===== src/sv/tvri_pkg.sv =====
// shared types, type codes and helpers for the typed value range intersect unit
// used by every module of the block, no dependencies
package tvri_pkg;

  localparam int ValueWidth = 32;
  localparam int ShW        = $clog2(ValueWidth);
  localparam int QueueDepth = 2;

  typedef logic [ValueWidth-1:0] value_t;
  typedef logic [2:0]            type_code_t;

  localparam type_code_t TyNone   = 3'd0;
  localparam type_code_t TyBool   = 3'd1;
  localparam type_code_t TyInt    = 3'd2;
  localparam type_code_t TyUint   = 3'd3;
  localparam type_code_t TyIRange = 3'd4;
  localparam type_code_t TyURange = 3'd5;

  typedef struct packed {
    type_code_t  first_type;
    logic [31:0] first_low;
    logic [31:0] first_high;
    logic [31:0] first_step;
    type_code_t  second_type;
    logic [31:0] second_low;
    logic [31:0] second_high;
    logic [31:0] second_step;
  } in_item_t;

  typedef struct packed {
    logic        status;
    type_code_t  result_type;
    logic [31:0] result_low;
    logic [31:0] result_high;
    logic [31:0] result_step;
  } out_item_t;

  // classified item waiting for the gcd back end
  typedef struct packed {
    out_item_t item;
    logic      need_gcd;
    value_t    mag_a;
    value_t    mag_b;
  } q_entry_t;

  typedef enum logic [2:0] {
    BkIdle,
    BkFactor,
    BkOddA,
    BkLoop,
    BkDone
  } back_state_e;

  function automatic value_t order_key(value_t v, logic sg);
    value_t k;
    k = v;
    k[ValueWidth-1] = v[ValueWidth-1] ^ sg;
    return k;
  endfunction

  function automatic value_t magnitude(value_t v, logic sg);
    value_t m;
    m = (sg && v[ValueWidth-1]) ? (value_t'(0) - v) : v;
    return m;
  endfunction

endpackage


===== src/sv/tvri_front.sv =====
// front end: classifies a pair of typed values and forms the intersection
// apart from the step gcd; depends on tvri_pkg
module tvri_front (
  input  tvri_pkg::in_item_t item_i,
  output tvri_pkg::q_entry_t entry_o
);
  import tvri_pkg::*;

  always_comb begin
    type_code_t t1, t2, rt, ct;
    value_t     lo1, hi1, st1, lo2, hi2, st2;
    value_t     rlo, rhi, clo, chi, olo, ohi, ma, mb;
    logic       sg, swap, ok, ranges;
    type_code_t oty;

    t1  = item_i.first_type;
    t2  = item_i.second_type;
    lo1 = item_i.first_low;
    hi1 = item_i.first_high;
    st1 = item_i.first_step;
    lo2 = item_i.second_low;
    hi2 = item_i.second_high;
    st2 = item_i.second_step;

    sg     = 1'b0;
    swap   = 1'b0;
    ok     = 1'b0;
    ranges = 1'b0;
    oty    = TyNone;
    olo    = '0;
    ohi    = '0;
    rt     = t1;
    ct     = t2;
    rlo    = lo1;
    rhi    = hi1;
    clo    = lo2;
    chi    = hi2;

    if (t1 == TyNone || t2 == TyNone || t1 > TyURange || t2 > TyURange) begin
      ok = 1'b0;
    end else if (t1 == TyBool || t2 == TyBool) begin
      if (t1 == TyBool && t2 == TyBool && ((lo1 != '0) == (lo2 != '0))) begin
        ok  = 1'b1;
        oty = TyBool;
        olo = value_t'(lo1 != '0);
      end
    end else if (t1[0] != t2[0]) begin
      ok = 1'b0;
    end else begin
      sg   = ~t1[0];
      swap = t1 < t2;
      rt   = swap ? t2 : t1;
      ct   = swap ? t1 : t2;
      rlo  = swap ? lo2 : lo1;
      rhi  = swap ? hi2 : hi1;
      clo  = swap ? lo1 : lo2;
      chi  = swap ? hi1 : hi2;
      if (rt == TyInt || rt == TyUint) begin
        if (lo1 == lo2) begin
          ok  = 1'b1;
          oty = rt;
          olo = lo1;
        end
      end else if (ct == rt) begin
        if (!(order_key(rlo, sg) > order_key(chi, sg) ||
              order_key(clo, sg) > order_key(rhi, sg))) begin
          ok     = 1'b1;
          ranges = 1'b1;
          oty    = rt;
          olo    = (order_key(rlo, sg) >= order_key(clo, sg)) ? rlo : clo;
          ohi    = (order_key(rhi, sg) <= order_key(chi, sg)) ? rhi : chi;
        end
      end else begin
        if (order_key(clo, sg) >= order_key(rlo, sg) &&
            order_key(clo, sg) <= order_key(rhi, sg)) begin
          ok  = 1'b1;
          oty = ct;
          olo = clo;
        end
      end
    end

    ma = magnitude(st1, sg);
    mb = magnitude(st2, sg);

    entry_o.item.status      = ~ok;
    entry_o.item.result_type = oty;
    entry_o.item.result_low  = olo;
    entry_o.item.result_high = ohi;
    // a zero step makes the gcd the other step
    entry_o.item.result_step = ranges ? (ma | mb) : '0;
    entry_o.need_gcd         = ranges && (ma != '0) && (mb != '0);
    entry_o.mag_a            = ma;
    entry_o.mag_b            = mb;
  end

endmodule


===== src/sv/tvri_fifo.sv =====
// short queue between front and back end
// depends on tvri_pkg for the entry type and depth
module tvri_fifo (
  input  logic               clk_i,
  input  logic               rst_ni,
  input  logic               push_valid_i,
  output logic               push_ready_o,
  input  tvri_pkg::q_entry_t push_data_i,
  output logic               pop_valid_o,
  input  logic               pop_ready_i,
  output tvri_pkg::q_entry_t pop_data_o
);
  import tvri_pkg::*;

  localparam int PtrW = (QueueDepth > 1) ? $clog2(QueueDepth) : 1;
  localparam int CntW = $clog2(QueueDepth + 1);

  q_entry_t        mem_q [QueueDepth];
  logic [PtrW-1:0] wr_ptr_q, wr_ptr_d, rd_ptr_q, rd_ptr_d;
  logic [CntW-1:0] count_q, count_d;
  logic            push, pop;

  assign push_ready_o = count_q != CntW'(QueueDepth);
  assign pop_valid_o  = count_q != '0;
  assign push         = push_valid_i && push_ready_o;
  assign pop          = pop_valid_o && pop_ready_i;
  assign pop_data_o   = mem_q[rd_ptr_q];

  always_comb begin
    wr_ptr_d = wr_ptr_q;
    rd_ptr_d = rd_ptr_q;
    count_d  = count_q;
    if (push) begin
      wr_ptr_d = (wr_ptr_q == PtrW'(QueueDepth - 1)) ? '0 : wr_ptr_q + 1'b1;
    end
    if (pop) begin
      rd_ptr_d = (rd_ptr_q == PtrW'(QueueDepth - 1)) ? '0 : rd_ptr_q + 1'b1;
    end
    if (push && !pop) begin
      count_d = count_q + 1'b1;
    end else if (pop && !push) begin
      count_d = count_q - 1'b1;
    end
  end

  always_ff @(posedge clk_i or negedge rst_ni) begin
    if (!rst_ni) begin
      wr_ptr_q <= '0;
      rd_ptr_q <= '0;
      count_q  <= '0;
    end else begin
      wr_ptr_q <= wr_ptr_d;
      rd_ptr_q <= rd_ptr_d;
      count_q  <= count_d;
    end
  end

  always_ff @(posedge clk_i) begin
    if (push) begin
      mem_q[wr_ptr_q] <= push_data_i;
    end
  end

endmodule


===== src/sv/tvri_back.sv =====
// back end: binary gcd of the range steps, one step per cycle, and the
// output register; depends on tvri_pkg
module tvri_back (
  input  logic                clk_i,
  input  logic                rst_ni,
  input  logic                pop_valid_i,
  output logic                pop_ready_o,
  input  tvri_pkg::q_entry_t  pop_data_i,
  output logic                out_valid_o,
  input  logic                out_ready_i,
  output tvri_pkg::out_item_t out_data_o
);
  import tvri_pkg::*;

  back_state_e     state_q, state_d;
  value_t          a_q, b_q, lo, hi, diff;
  logic [ShW-1:0]  sh_q;
  out_item_t       hold_q, gcd_item;
  out_item_t       out_data_q;
  logic            out_valid_q, out_free;
  logic            pop, load_direct, load_gcd;

  assign out_free = !out_valid_q || out_ready_i;
  assign lo       = (a_q < b_q) ? a_q : b_q;
  assign hi       = (a_q < b_q) ? b_q : a_q;
  assign diff     = hi - lo;

  always_comb begin
    gcd_item             = hold_q;
    gcd_item.result_step = a_q << sh_q;
  end

  // next state
  always_comb begin
    state_d = state_q;
    unique case (state_q)
      BkIdle: begin
        if (pop_valid_i && pop_data_i.need_gcd) begin
          state_d = BkFactor;
        end
      end
      BkFactor: begin
        if (a_q[0] || b_q[0]) begin
          state_d = BkOddA;
        end
      end
      BkOddA: begin
        if (a_q[0]) begin
          state_d = BkLoop;
        end
      end
      BkLoop: begin
        if (b_q[0] && diff == '0) begin
          state_d = BkDone;
        end
      end
      BkDone: begin
        if (out_free) begin
          state_d = BkIdle;
        end
      end
      default: state_d = BkIdle;
    endcase
  end

  // outputs
  always_comb begin
    pop_ready_o = 1'b0;
    load_direct = 1'b0;
    load_gcd    = 1'b0;
    unique case (state_q)
      BkIdle: begin
        pop_ready_o = pop_data_i.need_gcd || out_free;
        load_direct = pop_valid_i && !pop_data_i.need_gcd && out_free;
      end
      BkDone: begin
        load_gcd = out_free;
      end
      default: begin
        pop_ready_o = 1'b0;
      end
    endcase
  end

  assign pop = pop_valid_i && pop_ready_o;

  always_ff @(posedge clk_i or negedge rst_ni) begin
    if (!rst_ni) begin
      state_q     <= BkIdle;
      out_valid_q <= 1'b0;
    end else begin
      state_q <= state_d;
      if (load_direct || load_gcd) begin
        out_valid_q <= 1'b1;
      end else if (out_ready_i) begin
        out_valid_q <= 1'b0;
      end
    end
  end

  always_ff @(posedge clk_i) begin
    if (load_direct) begin
      out_data_q <= pop_data_i.item;
    end else if (load_gcd) begin
      out_data_q <= gcd_item;
    end
    if (state_q == BkIdle && pop && pop_data_i.need_gcd) begin
      a_q    <= pop_data_i.mag_a;
      b_q    <= pop_data_i.mag_b;
      sh_q   <= '0;
      hold_q <= pop_data_i.item;
    end else if (state_q == BkFactor && !(a_q[0] || b_q[0])) begin
      a_q  <= a_q >> 1;
      b_q  <= b_q >> 1;
      sh_q <= sh_q + 1'b1;
    end else if (state_q == BkOddA && !a_q[0]) begin
      a_q <= a_q >> 1;
    end else if (state_q == BkLoop) begin
      if (!b_q[0]) begin
        b_q <= b_q >> 1;
      end else begin
        a_q <= lo;
        b_q <= diff;
      end
    end
  end

  assign out_valid_o = out_valid_q;
  assign out_data_o  = out_data_q;

endmodule


===== src/sv/typed_value_range_intersect_unit.sv =====
// path: an item that needs no gcd passes through the queue and then the output
// register; two overlapping ranges with nonzero steps also run the
// one-step-per-cycle binary gcd loop in the back end
// throughput: one item per gcd run, a two-entry queue lets the front keep taking
// reset: asynchronous active low, clears queue, gcd state and output valid
module typed_value_range_intersect_unit (
  input  logic                clk_i,
  input  logic                rst_ni,
  input  logic                in_valid_i,
  output logic                in_ready_o,
  input  tvri_pkg::in_item_t  in_data_i,
  output logic                out_valid_o,
  input  logic                out_ready_i,
  output tvri_pkg::out_item_t out_data_o
);
  import tvri_pkg::*;

  q_entry_t front_entry, queue_entry;
  logic     queue_valid, queue_ready;

  tvri_front u_front (
    .item_i  (in_data_i),
    .entry_o (front_entry)
  );

  tvri_fifo u_fifo (
    .clk_i        (clk_i),
    .rst_ni       (rst_ni),
    .push_valid_i (in_valid_i),
    .push_ready_o (in_ready_o),
    .push_data_i  (front_entry),
    .pop_valid_o  (queue_valid),
    .pop_ready_i  (queue_ready),
    .pop_data_o   (queue_entry)
  );

  tvri_back u_back (
    .clk_i       (clk_i),
    .rst_ni      (rst_ni),
    .pop_valid_i (queue_valid),
    .pop_ready_o (queue_ready),
    .pop_data_i  (queue_entry),
    .out_valid_o (out_valid_o),
    .out_ready_i (out_ready_i),
    .out_data_o  (out_data_o)
  );

endmodule


===== config.mk =====
export PLATFORM = sky130hd
export DESIGN_NAME = typed_value_range_intersect_unit
export DESIGN_NICKNAME = d
export VERILOG_FILES = /design/src/sv/tvri_pkg.sv /design/src/sv/tvri_front.sv /design/src/sv/tvri_fifo.sv /design/src/sv/tvri_back.sv /design/src/sv/typed_value_range_intersect_unit.sv
export SDC_FILE = /design/constraint.sdc
export NUM_CORES = 1
export LEC_CHECK = 0
export BUFFER_PORTS_ARGS = -buffer_cell sky130_fd_sc_hd__buf_2
export CELL_PAD_IN_SITES_DETAIL_PLACEMENT = 1
export CELL_PAD_IN_SITES_GLOBAL_PLACEMENT = 2
export CORE_MARGIN = 1.5
export CORE_UTILIZATION = 40
export DETAILED_ROUTE_END_ITERATION = 6
export PLACE_DENSITY = 0.91
export SYNTH_ARGS = -nofsm -noshare
export SYNTH_HDL_FRONTEND = slang
export SYNTH_HIERARCHICAL = 1
export SYNTH_SLANG_ARGS = --single-unit
export TNS_END_PERCENT = 5

===== constraint.sdc =====
create_clock -name clk_i -period 14.69 [get_ports clk_i]
set_input_delay 0.7345 -clock clk_i [delete_from_list [all_inputs] [get_ports clk_i]]
set_output_delay 0.7345 -clock clk_i [all_outputs]
set_load 0.01 [all_outputs]

; Word level (Yosys, flattened, before mapping)
; Memory sizes are Yosys's and may differ from the RTL's.
; Index checks and enable logic that the tools add are counted.
[word_totals]
regBits = 245
output_inout_bits = 102
mem_bits_rw = 330
mem_count = 1
[memory_table]
columns = memory, words, word_bits, read_ports, rd_clocked_by_memory_dff, wr, line_no
row1 = u_fifo.mem_q, 2, 165, 1, 0, 1, tvri_fifo.sv:18  ; q_entry_t mem_q [QueueDepth];
[classes]
order_cmp = 10
add_sub_neg = 8
reduce_logical = 53
n_shift = 1
n_mux = 83
eq_ne = 19
n_bitwise = 7
[ops]
columns = operator, count
row1 = 2-to-1 mux 32 bit, 35
row2 = 2-to-1 mux 100 bit, 2
row3 = nonzero test 32 bit, 4
row4 = greater-or-equal comparator 32 bit, 2
row5 = greater-than comparator 32 bit, 2
row6 = <= comparator 32 bit, 2
row7 = "subtractor 1 x 32 -> 32 bit, first input constant", 2
row8 = 2-to-1 mux 3 bit, 15
row9 = == test 32 bit, 1
row10 = zero test 32 bit, 1
row11 = less-than comparator 32 bit, 1
row12 = bitwise OR 32 bit, 1
row13 = left shift 32 x 5 -> 32 bit, 1
row14 = subtractor 32 bit, 1
row15 = 2-to-1 mux 1 bit, 28
row16 = logical AND 1 bit, 19
row17 = case mux 3 bit (5 select lines), 1
row18 = "== test 3 x 2 -> 1 bit, second input constant", 4
row19 = logical OR 1 bit, 10
row20 = "!= test 2 x 1 -> 1 bit, second input constant", 5
row21 = "== test 3 x 1 -> 1 bit, second input constant", 3
row22 = zero test 3 bit, 3
row23 = nonzero test 2 bit, 4
row24 = nonzero test 4 bit, 2
row25 = 19 further kinds, 32

; Depth between registers and ports, before layout
; Gate-level depths: netlist of run 1.
[logic_depth]
word_depth = 13
ltp_mapped = 27
depth_no_buf = 21

; By module
; Netlist of run 1, hierarchy kept.
[by_module_without_submodules]
columns = mod, seq_area_each_um2, n_inst, cells_each, area_each_um2
row1 = tvri_back, 7166.9, 1, 1696, 15595.0
row2 = tvri_fifo, 10009.6, 1, 531, 12144.1
row3 = tvri_front, 0.0, 1, 1402, 8972.4

; Least setup slack after synthesis of run 1
; No wires, ideal clock.
[synth_path]
path_type = register to register
start = reg u_fifo.rd_ptr_q
end = reg u_back.out_valid_q (netlist: u_back/out_valid_o)
period_less_slack_ps = 11755
slack_ps = 2935
path_buffers = 2
arrival_ps = 11630
path_stages_with_launch = 8
cell_sequence = dfrtp_1 -> buf_4 -> buf_6 -> mux2_2 -> nor2b_1 -> nor2_1 -> nor4_1 -> or2_2
[synth_rtl]
columns = item, line_no
row1 = start: declaration, tvri_fifo.sv:19  ; logic [PtrW-1:0] wr_ptr_q, wr_ptr_d, rd_ptr_q, rd_ptr_d;
row2 = start signal: assignment, tvri_fifo.sv:53  ; rd_ptr_q <= rd_ptr_d;
row3 = end signal: assignment, tvri_back.sv:90  ; out_valid_q <= 1'b0;
row4 = end signal: assignment, tvri_back.sv:94  ; out_valid_q <= 1'b1;
row5 = end signal: assignment, tvri_back.sv:96  ; out_valid_q <= 1'b0;
row6 = end: declaration, tvri_back.sv:20  ; logic out_valid_q, out_free;

; Final worst setup path of run 1
[layout_path]
start = reg u_back.a_q[9]
end = reg u_back.state_q[1]
[layout_between]
elab_chain_cells = 7
word_cells_on_any_way = 8
cone_classes = 1 x add/sub / 1 x order compare / 1 x eq/ne / 2 x mux / 3 x reduce/logical
[layout_lines]
columns = item, line_no
row1 = start: declaration, tvri_back.sv:16  ; value_t a_q, b_q, lo, hi, diff;
row2 = start signal: assignment, tvri_back.sv:108  ; a_q <= pop_data_i.mag_a;
row3 = start signal: assignment, tvri_back.sv:113  ; a_q <= a_q >> 1;
row4 = start signal: assignment, tvri_back.sv:117  ; a_q <= a_q >> 1;
row5 = less-than comparator 32 bit, "tvri_back.sv:24, tvri_back.sv:25"
row6 = 2-to-1 mux 32 bit (on tied branches), "tvri_back.sv:25, tvri_back.sv:24"
row7 = subtractor 32 bit *, tvri_back.sv:26  ; assign diff = hi - lo;
row8 = zero test 32 bit *, tvri_back.sv:53  ; if (b_q[0] && diff == '0) begin
row9 = logical AND 1 bit *, tvri_back.sv:53
row10 = != test 2 x 1 -> 1 bit (no source line) *, n/a
row11 = AND reduction 5 bit (no source line) *, n/a
row12 = end signal: assignment, tvri_back.sv:89  ; state_q <= BkIdle;
row13 = end signal: assignment, tvri_back.sv:92  ; state_q <= state_d;
row14 = end: declaration, tvri_back.sv:15  ; back_state_e state_q, state_d;
; Mark *: on every way between the ends. The rest lies on a longest branch, timed or not.
; A chain may end at the register's enable or synchronous reset.

==> out/qor.yml, run 1 <==
seq_area_sq_um: 17200
cts_tree: "built"
ios: 304
io_buffers: 303
initial_core_util_pct: 40.6
antenna_found_initial: 14
period_needed_ns: 6.67
fin_nets: 4130
dr.first_iter.drc_count: 2176
finalSetupViolations: 0
grt_max_degree: 162
dp_hpwl_mm: 102
synth_nets: 3937
crit_cells: 19
multiInputGateArea_sq_um: 18000
tightestPinTransition_ns: 1.18
grt_pass1_wl_mm: 199
placed_cells: 4935
numCtsBuffers: 60
clk_latency_ns: 0.64
synth-seq-cells: 575
netlist_instances: 3629
holdCritPathClass: "input port to register"
fp.dieH_microns: 306
dieArea_sq_um: 93600
areaGrowthSynthToFinish_pct: 12.1
crit_required_ns: 15.23
leakage_uw: 0.0153
post_cts_buffers: 0
met2_wirelength_mm: 68.7
clkSinkCount: 575
async_reset_ff_share_pct: 1.39
cp-start-kind: "register"
critical_path_buf_inv_count: 0
wl_met1_mm: 52.1
power_density_nw_per_um2: 110
routabilityCongestion: 0.956
holdPathStages: 1
p_total_uw: 4540
top_layer: "met5"
outcome: "completed"
drt-total-wl_mm: 134
pre_cts_slack_ns: 7.62
path_delay_family: "compound AO/OA/AOI/OAI gates"
drc: 0
stdcell_area_sq_um: 41100
tns_ns: 0
cts_max_path_buffers: 3
synth-main-ff-cell: "edfxtp_1"
cp.arrival_ns: 7.22
htree_levels: 2
slowest_stage: "o311ai_1"
synth_area_sq_um: 36700
yosys_warnings: 6
synth_edf_count: 562
std_cell_rows: 110
slew_headroom_pct: 19.5
drtAntennaViolNets: 0
viasPerCell: 5.92
critPathKind: "register to register"
met3_length_mm: 7.03
crit_path_cell_trace: "ha_1, a21oi_1, o211ai_1, a221o_1, o21ai_4, nand2_4, o21a_1, ha_1, nor2_1, o21ai_0, a21oi_1, a211oi_1, o311ai_1, a211oi_1, or2_1, o311a_1, nor4_2, a41oi_1, a311oi_1"
cp-end-kind: "register"
rsz0062_at_grt: "no"
finalCritPeriodShare_pct: 45.4
fin_cells: 5052
cp_slowest_stage_delay_ns: 0.80
max-cap-violations: 0
cts_root_buf: "clkbuf_16"
core_area_sq_um: 90400
drive_gt1_share_pct: 19.0
fin_skew_ns: 0.0223
finalMaxSlewViolations: 0
finalHoldViolCount: 0
rr_worst_depth: 19
track_usage_pct: 28.1
grt.overflow.total: 0
wl_per_cell_microns: 26.5
fmax_ghz: 0.150
timing.final.ws_setup_ns: 8.02
clkSlewWorstSetupHoldPaths_ns: 0.06
grt_pass1_vias: 31100
drtPass1Iterations: 5
vias: 29900
cp_max_fo: 17
postSynthAreaPerCell_sq_um: 10.1
ir_drop_mv: 0.115
synth.distinct_cells: 104
place_area_sq_um: 39100
yosysSeqAreaShare_pct: 46.8
nFillCells: 10100
die_width_microns: 306
## worst register-to-register path: stages, from the launching register on
cell and delay (ns):
edfxtp_1 0.53, ha_1 0.51, a21oi_1 0.22, o211ai_1 0.09, a221o_1 0.40, o21ai_4 0.59, nand2_4 0.29, o21a_1 0.27
ha_1 0.22, nor2_1 0.12, o21ai_0 0.12, a21oi_1 0.24, a211oi_1 0.12, o311ai_1 0.80, a211oi_1 0.29, or2_1 0.33
o311a_1 0.35, nor4_2 0.34, a41oi_1 0.39, a311oi_1 0.35
## final cells by class
cell class | count | share of cell area (%)
antenna | 2 | 0.0122
timing repair buffer | 339 | 4.38
sequential | 575 | 41.8
tap | 1176 | 3.58
clock inverter | 45 | 1.16
multi-input combinational | 2670 | 43.7
clock buffer | 69 | 3.78
inverter | 176 | 1.61
## cells in the final DEF (no fill, tap or decap), types with 11 or more instances in the layout
| cell type | count |
|---|---|
| nand2b_1 | 40 |
| and2_1 | 21 |
| ha_1 | 106 |
| and3_1 | 24 |
| nor3b_1 | 11 |
| edfxtp_1 | 562 |
| clkbuf_16 | 61 |
| nand3_1 | 53 |
| nor2_1 | 200 |
| nand2_1 | 603 |
| nor3_1 | 52 |
| maj3_1 | 39 |
| or4_1 | 24 |
| nor4_1 | 33 |
| nor2_2 | 20 |
| a21oi_1 | 242 |
| mux4_2 | 15 |
| a21boi_0 | 15 |
| nor2b_1 | 67 |
| o211ai_1 | 19 |
| or2_2 | 11 |
| o21ai_0 | 189 |
| nand4_1 | 36 |
| inv_1 | 173 |
| mux2_4 | 21 |
| xnor2_1 | 87 |
| a22o_1 | 41 |
| o31ai_1 | 24 |
| a21o_1 | 26 |
| mux2i_1 | 108 |
| o21a_1 | 22 |
| buf_4 | 34 |
| a31oi_1 | 24 |
| or3_1 | 14 |
| mux2_2 | 190 |
| a211oi_1 | 34 |
| clkinv_1 | 15 |
| buf_2 | 303 |
| xor2_1 | 43 |
## through the flow
| step | utilization, % | hold slack (ns) |
|---|---|---|
| after global routing | 45.5 | 0.317 |
| after global placement | 43.2 | 0.473 |
| after CTS | 45.5 | 0.299 |
| after floorplan | - | 0.439 |
| after detailed placement | 43.2 | 0.486 |
| final | 45.5 | 0.328 |
## cell families (layout without fill, tap and decap cells)
logic type	count (synthesis)	in the layout	share of synthesized area, %
AO/OA/AOI/OAI	797	797	14.1
XOR/XNOR	130	130	3.10
adder cells (fa/ha/maj)	145	145	4.68
buffers and inverters	384	629	4.49
flip-flops	575	575	46.8
multiplexers	334	334	10.6
other	0	2	0
AND/OR/NAND/NOR	1264	1264	16.3
## registers in the layout, indices dropped and copies added, names as in the netlist
| signal | flops |
|---|---|
| u_fifo/count_q | 2 |
| u_back/sh_q | 5 |
| u_fifo/wr_ptr_q | 1 |
| u_back/b_q | 32 |
| u_back/out_valid_o | 1 |
| u_back/a_q | 32 |
| u_fifo/rd_ptr_q | 1 |
| u_back/gcd_item | 68 |
| u_back/out_data_o | 100 |
| u_back/state_q | 3 |
| u_fifo/mem_q | 330 |
## routing by layer
| metal | up-vias | GRT usage, % |
|---|---|---|
| li1 | 13700 | - |
| met1 | 15000 | 33.3 |
| met2 | 957 | 51.0 |
| met3 | 261 | 3.97 |
| met4 | 18 | 11.4 |
| met5 | - | 0 |
## Yosys cell counts (all sizes together), types with 26 or more instances
cell / n / area, sq um
a211oi: 35 / 268
a21o: 26 / 195
a21oi: 245 / 1230
a22o: 41 / 359
and3: 27 / 169
buf: 79 / 502
clkbuf: 129 / 485
edfxtp: 562 / 16900
ha: 106 / 1330
inv: 174 / 653
maj3: 39 / 390
mux2: 211 / 2450
mux2i: 108 / 1080
nand2: 604 / 2270
nand2b: 40 / 250
nand3: 54 / 270
nand4: 36 / 225
nor2: 223 / 911
nor2b: 67 / 419
nor3: 54 / 275
nor4: 41 / 318
o21ai: 197 / 1010
or4: 26 / 203
xnor2: 87 / 762
xor2: 43 / 377
## power by group
| group | total [uW] | switching (uW) | internal (uW) |
|---|---|---|---|
| clock | 1590 | 665 | 920 |
| sequential | 2120 | 55.5 | 2060 |
| combinational | 834 | 551 | 284 |
| total | 4540 | 1270 | 3270 |
## path summary, 6_finish.rpt
kind,from,end,slack (ns)
worst max-delay path,u_back/a_q[9]$_DFFE_PP_,u_back/state_q[1]$_DFFE_PN0P_,8.02
worst min-delay path,in_data_i[0],u_fifo/mem_q[1][0]$_DFFE_PP_,0.33
worst max register to register,u_back/a_q[9]$_DFFE_PP_,u_back/state_q[1]$_DFFE_PN0P_,8.02
worst min register to register,u_fifo/count_q[1]$_DFFE_PN0P_,u_fifo/count_q[1]$_DFFE_PN0P_,0.50
max in group asynchronous,rst_ni,u_fifo/rd_ptr_q$_DFFE_PN0P_,13.97
min in group asynchronous,rst_ni,u_back/state_q[1]$_DFFE_PN0P_,0.50
## what timing repair did
item / CTS / global route
resized for setup: 0 / 0
hold endpoints to repair: 8 / 0
hold buffers: 1 / 0
Power figures use the tool's default switching activity.
==> run 2, diff against run 1 <==
==> constraint.sdc (replaced) <==
create_clock -name clk_i -period 6.4 [get_ports clk_i]
set_input_delay 0.32 -clock clk_i [delete_from_list [all_inputs] [get_ports clk_i]]
set_output_delay 0.32 -clock clk_i [all_outputs]
set_load 0.01 [all_outputs]
==> run 2 against run 1 <==
Compared with the run above:
- die area unchanged
- critical path type unchanged
- utilization increased by 0.57 points
- clock skew increased by 0.0042 ns
- register-to-register slack got worse by 7.4 ns
==> out/qor.yml, run 2 (same netlist as run 1, synthesis figures left out) <==
finalCritPeriodShare_pct: 90.5  # +45 points
vias: 30300  # +1.4%
final_util_pct: 46.1  # +0.57 points
wl_per_cell_microns: 27.2  # +2.8%
finalSetupViolations: 0  # unchanged
ios: 304  # unchanged
grt_max_degree: 171  # +5.6%
power_density_nw_per_um2: 259  # +130%
grt.overflow.total: 0  # unchanged
leakage_uw: 0.0156  # +1.8%
rsz0062_at_grt: "no"
viasPerCell: 5.96  # +0.69%
tns_ns: 0  # unchanged
r2r_start: "u_back/a_q[7]$_DFFE_PP_"
path_delay_family: "simple AND/OR/NAND/NOR gates"
crit_path_cell_trace: "ha_1, a211oi_1, a41oi_2, o21a_4, buf_4, nor2_8, mux2i_1, o22a_1, o211ai_1, xor2_1, nor4b_1, buf_4, and4b_1, and4_1, a311oi_1"
cp-end-kind: "register"
tightestPinTransition_ns: 1.12  # -0.0585 ns
clkSinkCount: 575  # unchanged
std_cell_rows: 110  # unchanged
outcome: "completed"
largest_register_ffs: 330  # unchanged
final_cell_mix: "nand2_1 (603), edfxtp_1 (562), buf_2 (303), a21oi_1 (242), nor2_1 (200)"
cp-startpoint: "u_back/a_q[7]$_DFFE_PP_"
dp_hpwl_mm: 104  # +1.4%
cts_max_path_buffers: 3  # unchanged
cpMostUsedCell: "buf_4"
track_usage_pct: 29.0  # +0.88 points
rr_worst_depth: 15  # -4
fin_nets: 4163  # +0.80%
antenna_found_initial: 25  # +11
areaGrowthSynthToFinish_pct: 13.5
dr.first_iter.drc_count: 2571  # +18%
cp.arrival_ns: 6.27  # -0.95 ns
finalMaxSlewViolations: 0  # unchanged
drtAntennaViolNets: 0  # unchanged
cts_root_buf: "clkbuf_16"
drc: 0  # unchanged
clk_latency_ns: 0.63  # about the same
slew_headroom_pct: 25.0  # +5.5 points
combinationalPowerShare_pct: 18.1  # -0.3 points
routabilityCongestion: 0.969  # +1.4%
initial_core_util_pct: 40.6  # unchanged
period_needed_ns: 5.79  # -0.884 ns
crit_required_ns: 6.87  # -8.36 ns
fin_skew_ns: 0.0265  # +0.00417 ns
power.internal_uw: 7720  # +140%
fmax_ghz: 0.173  # +15%
critical_path_buf_inv_count: 2  # +2
core_area_sq_um: 90400  # unchanged
slowest_stage: "mux2i_1"
dieArea_sq_um: 93600  # unchanged
cp_max_fo: 40  # +23
grt_pass1_vias: 31300  # +0.62%
power.switching_uw: 3040  # +140%
clkSlewWorstSetupHoldPaths_ns: 0.06  # about the same
finalHoldViolCount: 0  # unchanged
reg2reg_slack_ns: 0.61  # -7.41 ns
drive_gt1_share_pct: 19.7  # +0.64 points
p_sw_share_pct: 28.3  # +0.25 points
max-cap-violations: 0  # unchanged
post_cts_resized: 0  # unchanged
drtPass1Iterations: 5  # unchanged
grt_pass1_wl_mm: 203  # +2.3%
cp-start-kind: "register"
critPathKind: "register to register"
cts_tree: "built"
final_common_cell: "nand2_1"
fp.dieH_microns: 306  # unchanged
ir_drop_mv: 0.191  # +66%
drt-total-wl_mm: 139  # +3.5%
numCtsBuffers: 67  # +12%
cp_slowest_stage_delay_ns: 0.77  # -0.03 ns
io_buffers: 303  # unchanged
htree_levels: 3  # +1
holdCritPathClass: "input port to async pin"
power.share.clock_pct: 36.7  # +1.8 points
die_width_microns: 306  # unchanged
r2r-end: "u_back/state_q[1]$_DFFE_PN0P_"
pwr-share-seq_pct: 45.2  # -1.5 points
top_register: "u_fifo/mem_q"
-- run 2: layout make-up --
cell class                      count  area [sq um]
Fill cell                       10000         48800
Clock buffer                       83          1770
Timing Repair Buffer              365          2110
Tap cell                         1176          1470
Clock inverter                     36           464
Sequential cell                   575         17200
Inverter                          176           661
Antenna cell                        5          12.5
Multi-Input combinational cell   2670         18000
-- run 2: routing by layer --
| layer | part of all wire, % | wire (microns) | track usage (%) | vias to the layer above |
|---|---|---|---|---|
| met3 | 6.6 | 9090 | 5.16 | 274 |
| met4 | 4.3 | 5960 | 12.0 | 36 |
| met1 | 39 | 54100 | 35.2 | 15200 |
| met2 | 50 | 69100 | 50.6 | 1054 |
| li1 | - | - | - | 13800 |
| met5 | 0.17 | 230 | 0 | - |
-- run 2: stage by stage --
step | power (uW) | worst slack [ns] | hold slack (ns) | cell area (sq um) | instances
after detailed placement | 6850 | 0.470 | 0.179 | 39400 | 4959
after floorplan | 6140 | 0.0875 | 0.0244 | 36700 | 3629
after global placement | 6770 | 0.673 | 0.180 | 39400 | 4959
after CTS | 10800 | 0.705 | 0.0656 | 41600 | 5081
after global routing | 11100 | 0.430 | 0.0956 | 41600 | 5084
final | 10800 | 0.610 | 0.0841 | 41600 | 5086
-- run 2: worst max-delay path by stage --
| stage | end | slack, ns | cells past startpoint |
|---|---|---|---|
| 3_3_place_gp | u_fifo/mem_q[0][146]$_DFFE_PP_ | 0.67 | 18 |
| 4_1_cts | u_back/state_q[1]$_DFFE_PN0P_ | 0.71 | 15 |
| 5_1_grt | u_back/state_q[1]$_DFFE_PN0P_ | 0.43 | 19 |
| 6_report | u_back/state_q[1]$_DFFE_PN0P_ | 0.61 | 15 |
| 2_1_floorplan | u_fifo/mem_q[0][108]$_DFFE_PP_ | 0.09 | 23 |
| 3_5_place_dp | u_fifo/mem_q[0][134]$_DFFE_PP_ | 0.47 | 18 |
-- run 2: what timing repair did --
| action | CTS | global route |
|---|---|---|
| endpoints found under the setup margin | 0 | 0 |
| buffers inserted | 0 | 0 |
| hold buffers | 3 | 0 |
| endpoints found under the hold margin | 12 | 0 |
-- run 2: power groups by stage --
stage / Combinational (uW) / Clock, uW / Sequential (uW)
after CTS: 1940 / 4020 / 4860
after floorplan: 1190 / 0 / 4960
after detailed placement: 1920 / 0 / 4930
after global placement: 1880 / 0 / 4880
after global routing: 2080 / 4140 / 4900
final: 1950 / 3950 / 4860
==> run 3, diff against run 2 <==
--- a/config.mk
+++ b/config.mk
@@ -5,13 +5,15 @@
 export SDC_FILE = /design/constraint.sdc
 export NUM_CORES = 1
 export LEC_CHECK = 0
+export ABC_AREA = 1
 export BUFFER_PORTS_ARGS = -buffer_cell sky130_fd_sc_hd__buf_2
 export CELL_PAD_IN_SITES_DETAIL_PLACEMENT = 1
 export CELL_PAD_IN_SITES_GLOBAL_PLACEMENT = 2
 export CORE_MARGIN = 1.5
-export CORE_UTILIZATION = 40
+export CORE_UTILIZATION = 36
 export DETAILED_ROUTE_END_ITERATION = 6
-export PLACE_DENSITY = 0.91
+export PLACE_DENSITY = 0.9
+export REMOVE_ABC_BUFFERS = 1
 export SYNTH_ARGS = -nofsm -noshare
 export SYNTH_HDL_FRONTEND = slang
 export SYNTH_HIERARCHICAL = 1
==> run 3 against run 2 <==
Compared with the run above:
- first-iteration DRC count is 15% lower
- non-clock buffer count is 16 lower
- routed wire length is 0.62% higher
- register-to-register slack better by 1.0 ns
- fmax is 14% higher
- synthesized cell count is 29% higher
- sequential cell count stayed put
==> out/qor.yml, run 3 <==
cp_max_fo: 92  # +130%
netlist_instances: 4673  # +29%
viasPerCell: 5.28  # -11%
cp-start-kind: "input port"
grt_pass1_vias: 34600  # +11%
nFillCells: 12400  # +23%
numCtsBuffers: 70  # +4.5%
drtAntennaViolNets: 0  # unchanged
cp-end-kind: "register"
post_cts_buffers: 0  # unchanged
multiInputGateArea_sq_um: 16500  # -8.4%
fmax_ghz: 0.197  # +14%
io_buffers: 303  # unchanged
drc: 0  # unchanged
synth.distinct_cells: 61  # -41%
outcome: "completed"
finalHoldViolCount: 0  # unchanged
clkSinkCount: 575  # unchanged
clk_latency_ns: 0.64  # about the same
drt-total-wl_mm: 139  # +0.62%
synth-seq-cells: 575  # unchanged
fp.dieH_microns: 321  # +5.0%
yosysSeqAreaShare_pct: 47.1  # +0.33 points
routabilityCongestion: 0.948  # -2.2%
cp.arrival_ns: 5.52  # -0.75 ns
leakage_uw: 0.0185  # +18%
top_register: "u_fifo/mem_q"
synth_edf_count: 562  # unchanged
p_total_uw: 23000  # +110%
dr.first_iter.drc_count: 2186  # -15%
placed_cells: 6189  # +25%
fin_cells: 6327  # +24%
crit_path_cell_trace: "buf_2, clkinv_1, ha_1, nand3b_4, nand2_8, buf_12, nand2_1, o21ai_0, inv_1, ha_1, nand4_1, nor2_1, nand4_1, nor4_1, nand4_1, nand2_1, nand2_1, a21oi_4, nand3_4, buf_4, nor3b_1"
synth_top_cell_by_area: "edfxtp_1"
finalSetupViolations: 0  # unchanged
cts_max_path_buffers: 3  # unchanged
largest_register_ffs: 330  # unchanged
cp_slowest_stage_delay_ns: 0.39  # -0.38 ns
initial_core_util_pct: 36.3  # -4.3 points
dp_hpwl_mm: 105  # +1.2%
htree_levels: 3  # unchanged
drive_gt1_share_pct: 10.9  # -8.8 points
holdCritPathClass: "input port to async pin"
rsz0062_at_grt: "no"
rr_worst_depth: 27  # +12
drtPass1Iterations: 5  # unchanged
grt_max_degree: 160  # -6.4%
fin_nets: 5215  # +25%
slowest_stage: "nand2_8"
grt.overflow.total: 0  # unchanged
synth_most_common_cell: "nand2_1"
ios: 304  # unchanged
cts_tree: "built"
async_reset_ff_share_pct: 1.39  # unchanged
wl_per_cell_microns: 22.0  # -19%
synth-main-ff-cell: "edfxtp_1"
dieArea_sq_um: 103000  # +10%
grt_pass1_wl_mm: 209  # +2.5%
post_cts_resized: 0  # unchanged
max-cap-violations: 0  # unchanged
seq_area_sq_um: 17200  # unchanged
postSynthAreaPerCell_sq_um: 7.80  # -23%
critPathKind: "input port to register"
cts_root_buf: "clkbuf_16"
yosys_warnings: 6  # unchanged
core_area_sq_um: 100000  # +11%
areaGrowthSynthToFinish_pct: 13.7
synth_top_area_share_pct: 46.3  # +0.33 points
power_density_nw_per_um2: 554  # +110%
synth_area_sq_um: 36500  # -0.70%
finalMaxSlewViolations: 0  # unchanged
cts_hold_buf: 3  # unchanged
synthTopCellsByArea: "edfxtp_1 (46%), nand2_1 (17%), inv_1 (4.8%)"
vias: 33400  # +10%
antenna_found_initial: 25  # unchanged
finalCritPeriodShare_pct: 79.3  # -11 points
ys_top_cells_by_count: "nand2_1 (1,687), edfxtp_1 (562), inv_1 (467)"
slew_headroom_pct: 27.2  # +2.2 points
std_cell_rows: 116  # +5.5%
clkSlewWorstSetupHoldPaths_ns: 0.06  # about the same
fin_skew_ns: 0.0272  # +0.000714 ns
final_common_cell: "nand2_1"
final_cell_mix: "nand2_1 (1,687), edfxtp_1 (562), inv_1 (464), nor2_1 (398), o21ai_0 (315)"
track_usage_pct: 26.8  # -2.2 points
die_width_microns: 321  # +5.0%
ir_drop_mv: 0.334  # +75%
crit_required_ns: 6.84  # -0.03 ns
period_needed_ns: 5.07  # -0.717 ns
tightestPinTransition_ns: 1.09  # -0.0271 ns
run 3: worst max-delay path: cells and delay by family:
kind	cells	cell delay, ns
adders and majority gates	2	0.61
and+or+nand+nor	12	2.65
AOI/OAI and AO/OA	2	0.50
buffers and inverters	5	1.26
run 3: path summary, 6_finish.rpt:
path	slack, ns	end	startpoint
min	0.08	u_fifo/rd_ptr_q$_DFFE_PN0P_	rst_ni
min reg2reg	0.50	u_fifo/count_q[1]$_DFFE_PN0P_	u_fifo/count_q[1]$_DFFE_PN0P_
max in group asynchronous	6.12	u_fifo/rd_ptr_q$_DFFE_PN0P_	rst_ni
max reg2reg	1.63	u_back/state_q[0]$_DFFE_PN0P_	u_back/a_q[27]$_DFFE_PP_
max	1.33	u_fifo/mem_q[1][98]$_DFFE_PP_	in_data_i[195]
min in group clk_i	0.09	u_fifo/mem_q[1][31]$_DFFE_PP_	in_data_i[31]
run 3: layout make-up:
class / count / share of cell area, %
antenna: 9 / 0.0544
clock inverter: 37 / 0.867
multi-input combinational: 3420 / 39.7
inverter: 491 / 4.47
timing repair buffer: 349 / 4.66
sequential: 575 / 41.5
clock buffer: 89 / 4.65
tap: 1357 / 4.10
run 3: power by group:
group	internal [uW]	leakage (uW)	switching, uW	total (uW)
logic	3350	0.0119	9020	12400
clock network	2380	0.00110	1630	4010
registers	6070	0.00545	507	6580
total	11800	0.0185	11200	23000
run 3: per-stage QoR:
| step | instance area [sq um] | util [%] | hold WS, ns | setup WS, ns | setup TNS, ns |
|---|---|---|---|---|---|
| 2_1_floorplan | 35400 | - | 0.0244 | -6.70 | -2279.74 |
| 3_3_place_gp | 39100 | 39.0 | 0.196 | 1.11 | 0 |
| 3_5_place_dp | 39100 | 39.0 | 0.197 | 0.890 | 0 |
| 4_1_cts | 41400 | 41.3 | 0.0472 | 1.50 | 0 |
| 5_1_grt | 41400 | 41.3 | 0.0832 | 0.965 | 0 |
| 6_report | 41400 | 41.3 | 0.0756 | 1.33 | 0 |
run 3: kinds of logic (layout without fill, tap and decap cells):
group                    count (synthesis)  in the layout  share of synthesized area [%]
buffers and inverters                  678            966                           7.91
multiplexers                            18             18                          0.494
flip-flops                             575            575                           47.1
AND/OR/NAND/NOR                       2500           2500                           28.0
adder cells (fa/ha/maj)                106            106                           3.64
other                                    0              9                              0
AO/OA/AOI/OAI                          695            695                           10.4
XOR/XNOR                               101            101                           2.43
run 3: layer usage:
| metal | vias to the layer above | track usage, % | routed length [microns] |
|---|---|---|---|
| met5 | - | 0 | 101 |
| met2 | 838 | 47.9 | 70100 |
| li1 | 15900 | - | - |
| met1 | 16400 | 32.1 | 57100 |
| met3 | 250 | 3.50 | 6430 |
| met4 | 16 | 11.4 | 5630 |
